==> config.mk <==
export PLATFORM = sky130hd
export DESIGN_NAME = go_back_n_arq_endpoint
export DESIGN_NICKNAME = d
export VERILOG_FILES = /design/src/rtl/gbn_pkg.sv /design/src/rtl/gbn_front.sv /design/src/rtl/gbn_queue.sv /design/src/rtl/gbn_back.sv /design/src/rtl/go_back_n_arq_endpoint.sv
export VERILOG_INCLUDE_DIRS = /design/src /design/src/rtl
export SDC_FILE = /design/constraint.sdc
export NUM_CORES = 1
export LEC_CHECK = 0
export BUFFER_PORTS_ARGS = -buffer_cell sky130_fd_sc_hd__buf_2
export CAP_MARGIN = 10
export CORE_UTILIZATION = 44
export CTS_CLUSTER_DIAMETER = 200
export DETAILED_ROUTE_END_ITERATION = 7
export GPL_ROUTABILITY_DRIVEN = 0
export PLACE_DENSITY = 0.69
export SLEW_MARGIN = 20
export SYNTH_ARGS = -nofsm -noshare
export SYNTH_HDL_FRONTEND = slang
export SYNTH_SLANG_ARGS = --single-unit
==> constraint.sdc <==
create_clock -name clk -period 12.69 [get_ports clk]
set_input_delay 2.538 -clock clk [delete_from_list [all_inputs] [get_ports clk]]
set_output_delay 2.538 -clock clk [all_outputs]
set_load 0.1 [all_outputs]
==> src/rtl/go_back_n_arq_endpoint_defines.svh <==
// Assertion macros used by the go-back-N endpoint back end.
`ifndef GO_BACK_N_ARQ_ENDPOINT_DEFINES_SVH
`define GO_BACK_N_ARQ_ENDPOINT_DEFINES_SVH

// Same-cycle implication, checked out of reset.
`define GBN_ASSERT_IMP(lbl, clk_s, rstn_s, ante, cons) \
  lbl: assert property (@(posedge clk_s) disable iff (!rstn_s) (ante) |-> (cons)) \
    else $error("go-back-N endpoint check failed");

// Next-cycle implication, checked out of reset.
`define GBN_ASSERT_NXT(lbl, clk_s, rstn_s, ante, cons) \
  lbl: assert property (@(posedge clk_s) disable iff (!rstn_s) (ante) |=> (cons)) \
    else $error("go-back-N endpoint check failed");

`endif

==> src/rtl/gbn_pkg.sv <==
// Types, codes and helpers shared by the go-back-N endpoint modules.
`timescale 1ns / 1ps

package gbn_pkg;

  // Field widths of the stream items
  localparam int PAYLOAD_BITS = 24;
  localparam int FLD_SEQ_W    = 3;
  localparam int FLD_KIND_W   = 2;
  localparam int FLD_ACT_W    = 2;

  // Largest sequence number supported and default window
  localparam int MAX_SEQ_DEF  = 7;
  localparam int SEQ_CAP_W    = 6;

  // Depth of the front-to-back queue
  localparam int QUEUE_DEPTH  = 2;

  // Input tdata layout: payload, rx_seq, rx_ack, rx_payload
  localparam int IN_PAY_LSB    = 0;
  localparam int IN_RSEQ_LSB   = IN_PAY_LSB + PAYLOAD_BITS;
  localparam int IN_RACK_LSB   = IN_RSEQ_LSB + FLD_SEQ_W;
  localparam int IN_RPAY_LSB   = IN_RACK_LSB + FLD_SEQ_W;
  localparam int IN_FIELDS_W   = IN_RPAY_LSB + PAYLOAD_BITS;
  localparam int IN_TDATA_W    = ((IN_FIELDS_W + 7) / 8) * 8;

  // Output tdata layout: seq, ack, data_out, outstanding, window_open
  localparam int OUT_FIELDS_W  = 3 * FLD_SEQ_W + PAYLOAD_BITS + 1;
  localparam int OUT_TDATA_W   = ((OUT_FIELDS_W + 7) / 8) * 8;

  // Input action codes
  localparam logic [FLD_ACT_W-1:0] ACT_SEND    = 2'd0;
  localparam logic [FLD_ACT_W-1:0] ACT_ARRIVE  = 2'd1;
  localparam logic [FLD_ACT_W-1:0] ACT_CKSUM   = 2'd2;
  localparam logic [FLD_ACT_W-1:0] ACT_TIMEOUT = 2'd3;

  // Work queued for the back end
  typedef enum logic [1:0] {
    OP_SEND,
    OP_ARRIVE,
    OP_TIMEOUT
  } gbn_op_t;

  // Result kinds
  typedef enum logic [FLD_KIND_W-1:0] {
    KIND_SENT,
    KIND_DELIVERED,
    KIND_DROPPED,
    KIND_REFUSED
  } gbn_kind_t;

  // Back end sequencer states
  typedef enum logic [1:0] {
    ST_IDLE,
    ST_RETIRE,
    ST_RPL_WAIT,
    ST_RPL_OUT
  } gbn_state_t;

  // One queued event
  typedef struct packed {
    gbn_op_t                 op;
    logic [PAYLOAD_BITS-1:0] data;
    logic [FLD_SEQ_W-1:0]    rseq;
    logic [FLD_SEQ_W-1:0]    rack;
  } gbn_item_t;

  // Queue status seen by both ends
  typedef struct packed {
    logic full;
    logic empty;
  } gbn_qstat_t;

  // One result item
  typedef struct packed {
    gbn_kind_t               kind;
    logic [FLD_SEQ_W-1:0]    seq;
    logic [FLD_SEQ_W-1:0]    ack;
    logic [PAYLOAD_BITS-1:0] data;
    logic [FLD_SEQ_W-1:0]    outstanding;
    logic                    window_open;
    logic                    last;
  } gbn_res_t;

  // Trim a sequence-sized value to the output field
  function automatic logic [FLD_SEQ_W-1:0] fit_seq(input logic [SEQ_CAP_W-1:0] v);
    fit_seq = v[FLD_SEQ_W-1:0];
  endfunction

  // True when b lies in the circular range [a, c)
  function automatic logic circ_between(input logic [SEQ_CAP_W-1:0] a,
                                        input logic [SEQ_CAP_W-1:0] b,
                                        input logic [SEQ_CAP_W-1:0] c);
    circ_between = ((a <= b) && (b < c)) || ((c < a) && (a <= b)) ||
                   ((b < c) && (c < a));
  endfunction

endpackage

==> src/rtl/gbn_front.sv <==
// Front end: takes input transfers, drops checksum errors, queues the rest.
`timescale 1ns / 1ps

module gbn_front (
  input  logic                                rst_n,
  input  logic                                in_tvalid,
  output logic                                in_tready,
  // payload, rx_seq, rx_ack, rx_payload (lowest bits first), zero padded
  input  logic [gbn_pkg::IN_TDATA_W-1:0]      in_tdata,
  // action
  input  logic [gbn_pkg::FLD_ACT_W-1:0]       in_tuser,
  input  gbn_pkg::gbn_qstat_t                 q_stat,
  output logic                                q_push,
  output gbn_pkg::gbn_item_t                  q_item
);
  import gbn_pkg::*;

  logic keep;

  // Take a transfer whenever the queue has room
  assign in_tready = !q_stat.full;

  // Classify the action and pick the payload that matters
  always_comb begin
    keep        = 1'b1;
    q_item.op   = OP_SEND;
    q_item.data = in_tdata[IN_PAY_LSB +: PAYLOAD_BITS];
    q_item.rseq = in_tdata[IN_RSEQ_LSB +: FLD_SEQ_W];
    q_item.rack = in_tdata[IN_RACK_LSB +: FLD_SEQ_W];
    unique case (in_tuser)
      ACT_SEND: begin
        q_item.op = OP_SEND;
      end
      ACT_ARRIVE: begin
        q_item.op   = OP_ARRIVE;
        q_item.data = in_tdata[IN_RPAY_LSB +: PAYLOAD_BITS];
      end
      ACT_CKSUM: begin
        // corrupted frame: nothing to do
        keep = 1'b0;
      end
      ACT_TIMEOUT: begin
        q_item.op = OP_TIMEOUT;
      end
      default: begin
        keep = 1'b0;
      end
    endcase
  end

  assign q_push = rst_n && in_tvalid && in_tready && keep;

endmodule

==> src/rtl/gbn_queue.sv <==
// Short event queue between the front and back ends.
`timescale 1ns / 1ps

module gbn_queue (
  input  logic                clk,
  input  logic                rst_n,
  input  logic                push,
  input  gbn_pkg::gbn_item_t  push_item,
  input  logic                pop,
  output gbn_pkg::gbn_item_t  pop_item,
  output gbn_pkg::gbn_qstat_t stat
);
  import gbn_pkg::*;

  localparam int PTR_W = (QUEUE_DEPTH > 1) ? $clog2(QUEUE_DEPTH) : 1;
  localparam int CNT_W = $clog2(QUEUE_DEPTH + 1);

  gbn_item_t        slot_r [QUEUE_DEPTH];
  logic [PTR_W-1:0] wr_ptr_r, wr_ptr_nxt;
  logic [PTR_W-1:0] rd_ptr_r, rd_ptr_nxt;
  logic [CNT_W-1:0] cnt_r, cnt_nxt;
  logic             do_push, do_pop;

  assign stat.full  = (cnt_r == CNT_W'(QUEUE_DEPTH));
  assign stat.empty = (cnt_r == '0);
  assign do_push    = push && !stat.full;
  assign do_pop     = pop && !stat.empty;
  assign pop_item   = slot_r[rd_ptr_r];

  // Pointer and fill count update
  always_comb begin
    wr_ptr_nxt = wr_ptr_r;
    rd_ptr_nxt = rd_ptr_r;
    cnt_nxt    = cnt_r;
    if (do_push) begin
      wr_ptr_nxt = (wr_ptr_r == PTR_W'(QUEUE_DEPTH - 1)) ? '0 : wr_ptr_r + 1'b1;
    end
    if (do_pop) begin
      rd_ptr_nxt = (rd_ptr_r == PTR_W'(QUEUE_DEPTH - 1)) ? '0 : rd_ptr_r + 1'b1;
    end
    if (do_push && !do_pop) begin
      cnt_nxt = cnt_r + 1'b1;
    end else if (do_pop && !do_push) begin
      cnt_nxt = cnt_r - 1'b1;
    end
  end

  always_ff @(posedge clk) begin
    if (!rst_n) begin
      wr_ptr_r <= '0;
      rd_ptr_r <= '0;
      cnt_r    <= '0;
    end else begin
      wr_ptr_r <= wr_ptr_nxt;
      rd_ptr_r <= rd_ptr_nxt;
      cnt_r    <= cnt_nxt;
    end
  end

  // Slot storage
  always_ff @(posedge clk) begin
    if (do_push) begin
      slot_r[wr_ptr_r] <= push_item;
    end
  end

endmodule

==> src/rtl/gbn_back.sv <==
// Back end: window bookkeeping, packet store, replay and result register.
`timescale 1ns / 1ps

`include "go_back_n_arq_endpoint_defines.svh"

module gbn_back #(
  parameter int MAX_SEQ_NUM = gbn_pkg::MAX_SEQ_DEF
) (
  input  logic                clk,
  input  logic                rst_n,
  input  gbn_pkg::gbn_qstat_t q_stat,
  input  gbn_pkg::gbn_item_t  q_item,
  output logic                q_pop,
  output logic                res_tvalid,
  input  logic                res_tready,
  output gbn_pkg::gbn_res_t   res_out
);
  import gbn_pkg::*;

  localparam int SEQ_W   = $clog2(MAX_SEQ_NUM + 1);
  localparam int SEQ_MOD = MAX_SEQ_NUM + 1;

  gbn_state_t              state_r, state_nxt;
  logic [SEQ_W-1:0]        nts_r, nts_nxt;
  logic [SEQ_W-1:0]        old_r, old_nxt;
  logic [SEQ_W-1:0]        exp_r, exp_nxt;
  logic [SEQ_W-1:0]        cnt_r, cnt_nxt;
  logic [SEQ_W-1:0]        rem_r, rem_nxt;
  logic [FLD_SEQ_W-1:0]    rseq_r, rseq_nxt;
  logic [FLD_SEQ_W-1:0]    rack_r, rack_nxt;
  logic [PAYLOAD_BITS-1:0] data_r, data_nxt;
  gbn_kind_t               kind_r, kind_nxt;

  logic [PAYLOAD_BITS-1:0] store [SEQ_MOD];
  logic [PAYLOAD_BITS-1:0] rd_data_r;
  logic                    mem_we;

  logic                    out_valid_r;
  gbn_res_t                out_res_r;
  logic                    out_free;
  logic                    res_valid;
  gbn_res_t                res;

  logic [SEQ_W-1:0]        piggy;
  logic                    can_retire;
  logic                    window_full;
  logic [SEQ_W:0]          win_span;

  function automatic logic [SEQ_W-1:0] seq_inc(input logic [SEQ_W-1:0] s);
    seq_inc = (s == SEQ_W'(MAX_SEQ_NUM)) ? '0 : s + 1'b1;
  endfunction

  function automatic gbn_res_t make_res(input gbn_kind_t               k,
                                        input logic [FLD_SEQ_W-1:0]    sq,
                                        input logic [FLD_SEQ_W-1:0]    ak,
                                        input logic [PAYLOAD_BITS-1:0] d,
                                        input logic [SEQ_W-1:0]        cnt,
                                        input logic                    lst);
    gbn_res_t r;
    r.kind        = k;
    r.seq         = sq;
    r.ack         = ak;
    r.data        = d;
    r.outstanding = fit_seq(SEQ_CAP_W'(cnt));
    r.window_open = (cnt < SEQ_W'(MAX_SEQ_NUM));
    r.last        = lst;
    make_res = r;
  endfunction

  // Result register frees up when empty or being taken
  assign out_free    = !out_valid_r || res_tready;
  assign piggy       = (exp_r == '0) ? SEQ_W'(MAX_SEQ_NUM) : exp_r - 1'b1;
  assign window_full = (cnt_r >= SEQ_W'(MAX_SEQ_NUM));
  assign can_retire  = (cnt_r != '0) &&
                       circ_between(SEQ_CAP_W'(old_r), SEQ_CAP_W'(rack_r),
                                    SEQ_CAP_W'(nts_r));

  // Next state
  always_comb begin
    state_nxt = state_r;
    unique case (state_r)
      ST_IDLE: begin
        if (!q_stat.empty) begin
          unique case (q_item.op)
            OP_SEND:    state_nxt = ST_IDLE;
            OP_ARRIVE:  state_nxt = ST_RETIRE;
            OP_TIMEOUT: state_nxt = (cnt_r != '0) ? ST_RPL_WAIT : ST_IDLE;
            default:    state_nxt = ST_IDLE;
          endcase
        end
      end
      ST_RETIRE: begin
        if (!can_retire && out_free) begin
          state_nxt = ST_IDLE;
        end
      end
      ST_RPL_WAIT: begin
        state_nxt = ST_RPL_OUT;
      end
      ST_RPL_OUT: begin
        if (out_free) begin
          state_nxt = (rem_r == SEQ_W'(1)) ? ST_IDLE : ST_RPL_WAIT;
        end
      end
      default: state_nxt = ST_IDLE;
    endcase
  end

  // Datapath and outputs per state
  always_comb begin
    nts_nxt   = nts_r;
    old_nxt   = old_r;
    exp_nxt   = exp_r;
    cnt_nxt   = cnt_r;
    rem_nxt   = rem_r;
    rseq_nxt  = rseq_r;
    rack_nxt  = rack_r;
    data_nxt  = data_r;
    kind_nxt  = kind_r;
    q_pop     = 1'b0;
    mem_we    = 1'b0;
    res_valid = 1'b0;
    res       = make_res(KIND_SENT, '0, '0, '0, cnt_r, 1'b1);
    unique case (state_r)
      ST_IDLE: begin
        if (!q_stat.empty) begin
          unique case (q_item.op)
            OP_SEND: begin
              if (out_free) begin
                q_pop     = 1'b1;
                res_valid = 1'b1;
                if (window_full) begin
                  res = make_res(KIND_REFUSED, '0, '0, '0, cnt_r, 1'b1);
                end else begin
                  mem_we  = 1'b1;
                  cnt_nxt = cnt_r + 1'b1;
                  nts_nxt = seq_inc(nts_r);
                  res     = make_res(KIND_SENT, fit_seq(SEQ_CAP_W'(nts_r)),
                                     fit_seq(SEQ_CAP_W'(piggy)), q_item.data,
                                     cnt_r + 1'b1, 1'b1);
                end
              end
            end
            OP_ARRIVE: begin
              q_pop    = 1'b1;
              rseq_nxt = q_item.rseq;
              rack_nxt = q_item.rack;
              if (SEQ_CAP_W'(q_item.rseq) == SEQ_CAP_W'(exp_r)) begin
                kind_nxt = KIND_DELIVERED;
                data_nxt = q_item.data;
                exp_nxt  = seq_inc(exp_r);
              end else begin
                kind_nxt = KIND_DROPPED;
                data_nxt = '0;
              end
            end
            OP_TIMEOUT: begin
              q_pop   = 1'b1;
              nts_nxt = old_r;
              rem_nxt = cnt_r;
            end
            default: begin
              q_pop = 1'b1;
            end
          endcase
        end
      end
      ST_RETIRE: begin
        // one frame retired per cycle, result once the ack is used up
        if (can_retire) begin
          cnt_nxt = cnt_r - 1'b1;
          old_nxt = seq_inc(old_r);
        end else if (out_free) begin
          res_valid = 1'b1;
          res       = make_res(kind_r, rseq_r, '0, data_r, cnt_r, 1'b1);
        end
      end
      ST_RPL_WAIT: begin
        // store read of the frame under nts_r lands in rd_data_r
      end
      ST_RPL_OUT: begin
        if (out_free) begin
          res_valid = 1'b1;
          res       = make_res(KIND_SENT, fit_seq(SEQ_CAP_W'(nts_r)),
                               fit_seq(SEQ_CAP_W'(piggy)), rd_data_r, cnt_r,
                               rem_r == SEQ_W'(1));
          nts_nxt   = seq_inc(nts_r);
          rem_nxt   = rem_r - 1'b1;
        end
      end
      default: begin
      end
    endcase
  end

  // Control registers
  always_ff @(posedge clk) begin
    if (!rst_n) begin
      state_r     <= ST_IDLE;
      nts_r       <= '0;
      old_r       <= '0;
      exp_r       <= '0;
      cnt_r       <= '0;
      rem_r       <= '0;
      out_valid_r <= 1'b0;
    end else begin
      state_r <= state_nxt;
      nts_r   <= nts_nxt;
      old_r   <= old_nxt;
      exp_r   <= exp_nxt;
      cnt_r   <= cnt_nxt;
      rem_r   <= rem_nxt;
      if (out_free) begin
        out_valid_r <= res_valid;
      end
    end
  end

  // Payload registers
  always_ff @(posedge clk) begin
    rseq_r <= rseq_nxt;
    rack_r <= rack_nxt;
    data_r <= data_nxt;
    kind_r <= kind_nxt;
    if (out_free && res_valid) begin
      out_res_r <= res;
    end
  end

  // Packet store: written on send, read at the send cursor
  always_ff @(posedge clk) begin
    if (mem_we) begin
      store[nts_r] <= q_item.data;
    end
  end

  always_ff @(posedge clk) begin
    rd_data_r <= store[nts_r];
  end

  assign res_tvalid = out_valid_r;
  assign res_out    = out_res_r;

  // Window span seen from the two cursors
  assign win_span = (nts_r >= old_r) ? ({1'b0, nts_r} - {1'b0, old_r})
                                     : ({1'b0, nts_r} + (SEQ_W + 1)'(SEQ_MOD) -
                                        {1'b0, old_r});

  `GBN_ASSERT_IMP(a_cnt_bound, clk, rst_n, 1'b1, cnt_r <= SEQ_W'(MAX_SEQ_NUM))
  `GBN_ASSERT_IMP(a_cnt_span, clk, rst_n, state_r == ST_IDLE || state_r == ST_RETIRE, (SEQ_W + 1)'(cnt_r) == win_span)
  `GBN_ASSERT_IMP(a_we_idle, clk, rst_n, mem_we, state_r == ST_IDLE && out_free && !window_full)
  `GBN_ASSERT_NXT(a_retire_shrinks, clk, rst_n, state_r == ST_RETIRE, cnt_r <= $past(cnt_r))

endmodule

==> src/rtl/go_back_n_arq_endpoint.sv <==
// Go-back-N ARQ endpoint top level: front end, event queue and back end.
// A send result passes through the event queue, then the result register; an
// arrival first retires each frame its ack covers; a timeout replays frames.
// Throughput: 1 send per cycle unless out_tready stalls; the back end sequencer
// retires one frame and replays one store read per step for arrivals and replays.
// Reset (rst_n low, synchronous) clears cursors, counts, queue and result valid;
// the packet store is not cleared and needs no clearing pass.
`timescale 1ns / 1ps

module go_back_n_arq_endpoint #(
  parameter int MAX_SEQ_NUM = gbn_pkg::MAX_SEQ_DEF
) (
  input  logic                              clk,
  input  logic                              rst_n,
  input  logic                              in_tvalid,
  output logic                              in_tready,
  // payload, rx_seq, rx_ack, rx_payload (lowest bits first), zero padded
  input  logic [gbn_pkg::IN_TDATA_W-1:0]    in_tdata,
  // action
  input  logic [gbn_pkg::FLD_ACT_W-1:0]     in_tuser,
  output logic                              out_tvalid,
  input  logic                              out_tready,
  // seq, ack, data_out, outstanding, window_open (lowest bits first), zero padded
  output logic [gbn_pkg::OUT_TDATA_W-1:0]   out_tdata,
  // kind
  output logic [gbn_pkg::FLD_KIND_W-1:0]    out_tuser,
  output logic                              out_tlast
);
  import gbn_pkg::*;

  gbn_qstat_t q_stat;
  gbn_item_t  push_item;
  gbn_item_t  pop_item;
  logic       q_push;
  logic       q_pop;
  gbn_res_t   res;

  gbn_front u_front (
    .rst_n     (rst_n),
    .in_tvalid (in_tvalid),
    .in_tready (in_tready),
    .in_tdata  (in_tdata),
    .in_tuser  (in_tuser),
    .q_stat    (q_stat),
    .q_push    (q_push),
    .q_item    (push_item)
  );

  gbn_queue u_queue (
    .clk       (clk),
    .rst_n     (rst_n),
    .push      (q_push),
    .push_item (push_item),
    .pop       (q_pop),
    .pop_item  (pop_item),
    .stat      (q_stat)
  );

  gbn_back #(
    .MAX_SEQ_NUM (MAX_SEQ_NUM)
  ) u_back (
    .clk        (clk),
    .rst_n      (rst_n),
    .q_stat     (q_stat),
    .q_item     (pop_item),
    .q_pop      (q_pop),
    .res_tvalid (out_tvalid),
    .res_tready (out_tready),
    .res_out    (res)
  );

  // Pack the result onto the stream
  assign out_tdata = {{(OUT_TDATA_W - OUT_FIELDS_W){1'b0}}, res.window_open,
                      res.outstanding, res.data, res.ack, res.seq};
  assign out_tuser = res.kind;
  assign out_tlast = res.last;

endmodule

==> impl_metrics.yaml <==
run_status:
  status: "completed"
power_and_ir_drop:
  comb_power_share: 0.273
  clockPowerShare: 0.294
  irDropWorstVdd_mv: 0.1472
  seqPwrFrac: 0.433
  p_sw_frac: 0.3304
  p_switching_mw: 1.219
  power_density_nw_per_um2: 217.2
  power.leakage_nw: 5.926
  p_int_mw: 2.470
sta:
  period_share: 0.3609
  fin_tns_setup_ps: 0
  rsz0062_at_grt: "no"
  final-hold-violation-count: 0
  maxClockFrequency_mhz: 218.3
  fin_crit_ps: 4580
  timing.slew.headroom: 0.2154
  skew_ps: 11.66
  worst_slew_pin_slew_ps: 1173
  setup_viol: 0
  slew_viol_final: 0
place:
  placed_area_um2: 15760
  place_hpwl_um: 18180
  io_buffers: 98
detailed_routing:
  ant_nets: 0
  drt-initial-drc-count: 653
  drc: 0
  firstDrtPassIters: 5
  routed_wl_um: 30470
  viasPerCell: 5.421
  drt-wirelength-per-cell_um: 19.89
  vias: 8305
clock_network:
  cts_inserted_buffers: 36
  cts_resized: 0
  hold_buffers: 0
  post-cts-setup-buffers: 0
  htreeDepth: 2
  root_buffer: "clkbuf_16"
  clk_latency_ps: 520
  clock-sinks: 372
  clk_path_buf_depth: 3
  cts_tree: "built"
  clk_pin_slew_ps: 60
logic_synthesis:
  netlist_area_um2: 14750
  synth_top_cell_by_area: "edfxtp_1"
  synthDistinctLibCells: 55
  synth_edf_count: 325
  synth_area_per_cell_um2: 15.49
  synth_cells: 952
  seq_area_frac_synth: 0.7255
  ys_ff_latch: 372
  async_flop_share: 0
  synth_top_area_share: 0.6617
  ys_warn_count: 0
  yosys-top-cells-area: "edfxtp_1 66%, dfxtp_1 6.4%, mux2i_1 4.1%, mux2_2 2.9%, nor2_1 2.5%"
  ys.flop_type: "edfxtp_1"
worst_setup_path:
  critPathMaxFanout: 27
  cpMostUsedCell: "buf_4"
  cp-start-kind: "input port"
  end_kind: "register"
  path_cells: "buf_2 > nand2b_1 > and4b_1 > nand2_1 > buf_4 > nor3_2 > buf_4"
  critical_path_required_ps: 12890
  setup.worst_path.class: "input port to register"
  max_stage_delay_ps: 900
  cp_slowest_cell: "nor3_2"
  critPathArrivalTime_ps: 4780
global_route:
  overflow: 0
  grt_max_degree: 61
  antenna_found_initial: 0
  grt_pass1_wl_um: 46690
  grt.total_usage: 0.1811
  grt_pass1_vias: 8197
die:
  pin_count: 107
  core_um2: 32780
  initial_utilization: 0.4499
  die_area_um2: 34260
  rows: 66
  die_x_um: 185.1
  die_y_um: 185.1
min_path:
  worstHoldPathType: "register to register"
layout:
  layout_commonest_cell: "edfxtp_1"
  final_nets: 1150
  drive_gt1_frac: 0.2156
  antennaDiodeCount: 0
  mostFrequentLayoutCells: "325 x edfxtp_1, 98 x nor2_1, 98 x buf_2"
  postLayoutCellArea_um2: 16980
  area_growth_pct: 15.15
job:
  cap_violations: 0
## worst paths after layout
check / start / end / slack, ps / cells past startpoint
min reg2reg: u_queue.rd_ptr_r / u_queue.rd_ptr_r / 510 / 2
max: out_tready / u_back.store[3][17] / 8110 / 7
min: u_queue.rd_ptr_r / u_queue.rd_ptr_r / 510 / 2
max reg2reg: u_back.nts_r[1] / u_back.res_tvalid / 8320 / 10
## worst max-delay path: cells and delay by family
family	cells	cell delay (ps)
simple gates	4	1450
buf+inv	3	780
## per-layer routing
metal	GRT usage	part of all wire	wire (um)	up-vias
met5	0	0	0	-
met4	0.06281	0.028	865	0
met2	0.2934	0.47	14350	262
li1	-	-	-	3831
met1	0.2480	0.45	13590	4154
met3	0.02930	0.055	1668	58
## power groups by stage
stage          clock network, mW  logic [mW]  registers, mW
2_1_floorplan                  0       0.516           1.86
3_3_place_gp                   0       0.993           1.62
3_5_place_dp                   0        1.01           1.62
4_1_cts                     1.10        1.01           1.60
5_1_grt                     1.14        1.08           1.61
6_report                    1.08        1.01           1.60
## registers in the layout, indices dropped and copies added, names as in the netlist, named ones only
register and flops:
u_back.data_r 24, u_back.res_tvalid 1, u_queue.cnt_r 2, u_back.rd_data_r 24, u_back.rseq_r 3, u_back.state_r 2, u_back.old_r 3, u_back.cnt_r 3
u_back.nts_r 3, u_back.rack_r 3, u_queue.wr_ptr_r 1, u_queue.rd_ptr_r 1, u_back.res_out 37, u_queue.slot_r 64, u_back.rem_r 3, u_back.store 192
u_back.kind_r 2, u_back.exp_r 3
## per-stage QoR
| step | hold WS (ps) | worst slack (ps) | power [mW] | std cells | utilization |
|---|---|---|---|---|---|
| after floorplan | 463.8 | 6492 | 2.374 | 957 | - |
| after global placement | 483.7 | 7598 | 2.614 | 1467 | 0.4808 |
| after detailed placement | 500.9 | 7583 | 2.631 | 1467 | 0.4808 |
| after CTS | 508.8 | 8117 | 3.714 | 1532 | 0.5181 |
| after global routing | 532.9 | 8011 | 3.837 | 1532 | 0.5181 |
| final | 505.4 | 8110 | 3.690 | 1532 | 0.5181 |
## cells in the mapped netlist (all sizes together) (2+ instances only)
cell type,count
a31oi,5
and2,6
inv,45
or3,2
nor2b,8
dfxtp,47
o21ai,28
mux2i,60
a21o,5
a221o,24
a211oi,6
nor3b,2
xnor2,4
nand3,5
xor2,4
a311oi,2
ha,25
o211ai,3
o22ai,5
nor2,100
and3,6
mux4,16
a21oi,26
a22oi,10
nand4,2
a221oi,11
buf,21
nand2,48
nor3,5
o221ai,6
mux2,39
edfxtp,325
nand2b,8
clkbuf,26
o22a,4
## cell type report
type                    count  area, um^2
clock buffers              55        1085
inverters                  45       168.9
repair buffers            115       618.1
clock inverters            10       137.6
fillers                  2695       15800
well taps                 442       553.0
flip-flops and latches    372       10700
multi-input cells         493        3717
## logic make-up (layout without fill, tap and decap cells)
family | Yosys count | count (layout) | share of synthesized area
buffers and inverters | 92 | 225 | 0.02570
flip-flops | 372 | 372 | 0.7255
multiplexers | 115 | 115 | 0.09518
AO/OA/AOI/OAI | 140 | 140 | 0.06753
other | 1 | 6 | 0.0002543
AND/OR/NAND/NOR | 199 | 199 | 0.05989
adder cells (fa/ha/maj) | 25 | 25 | 0.02121
XOR/XNOR | 8 | 8 | 0.004750
Power figures use the tool's default switching activity.
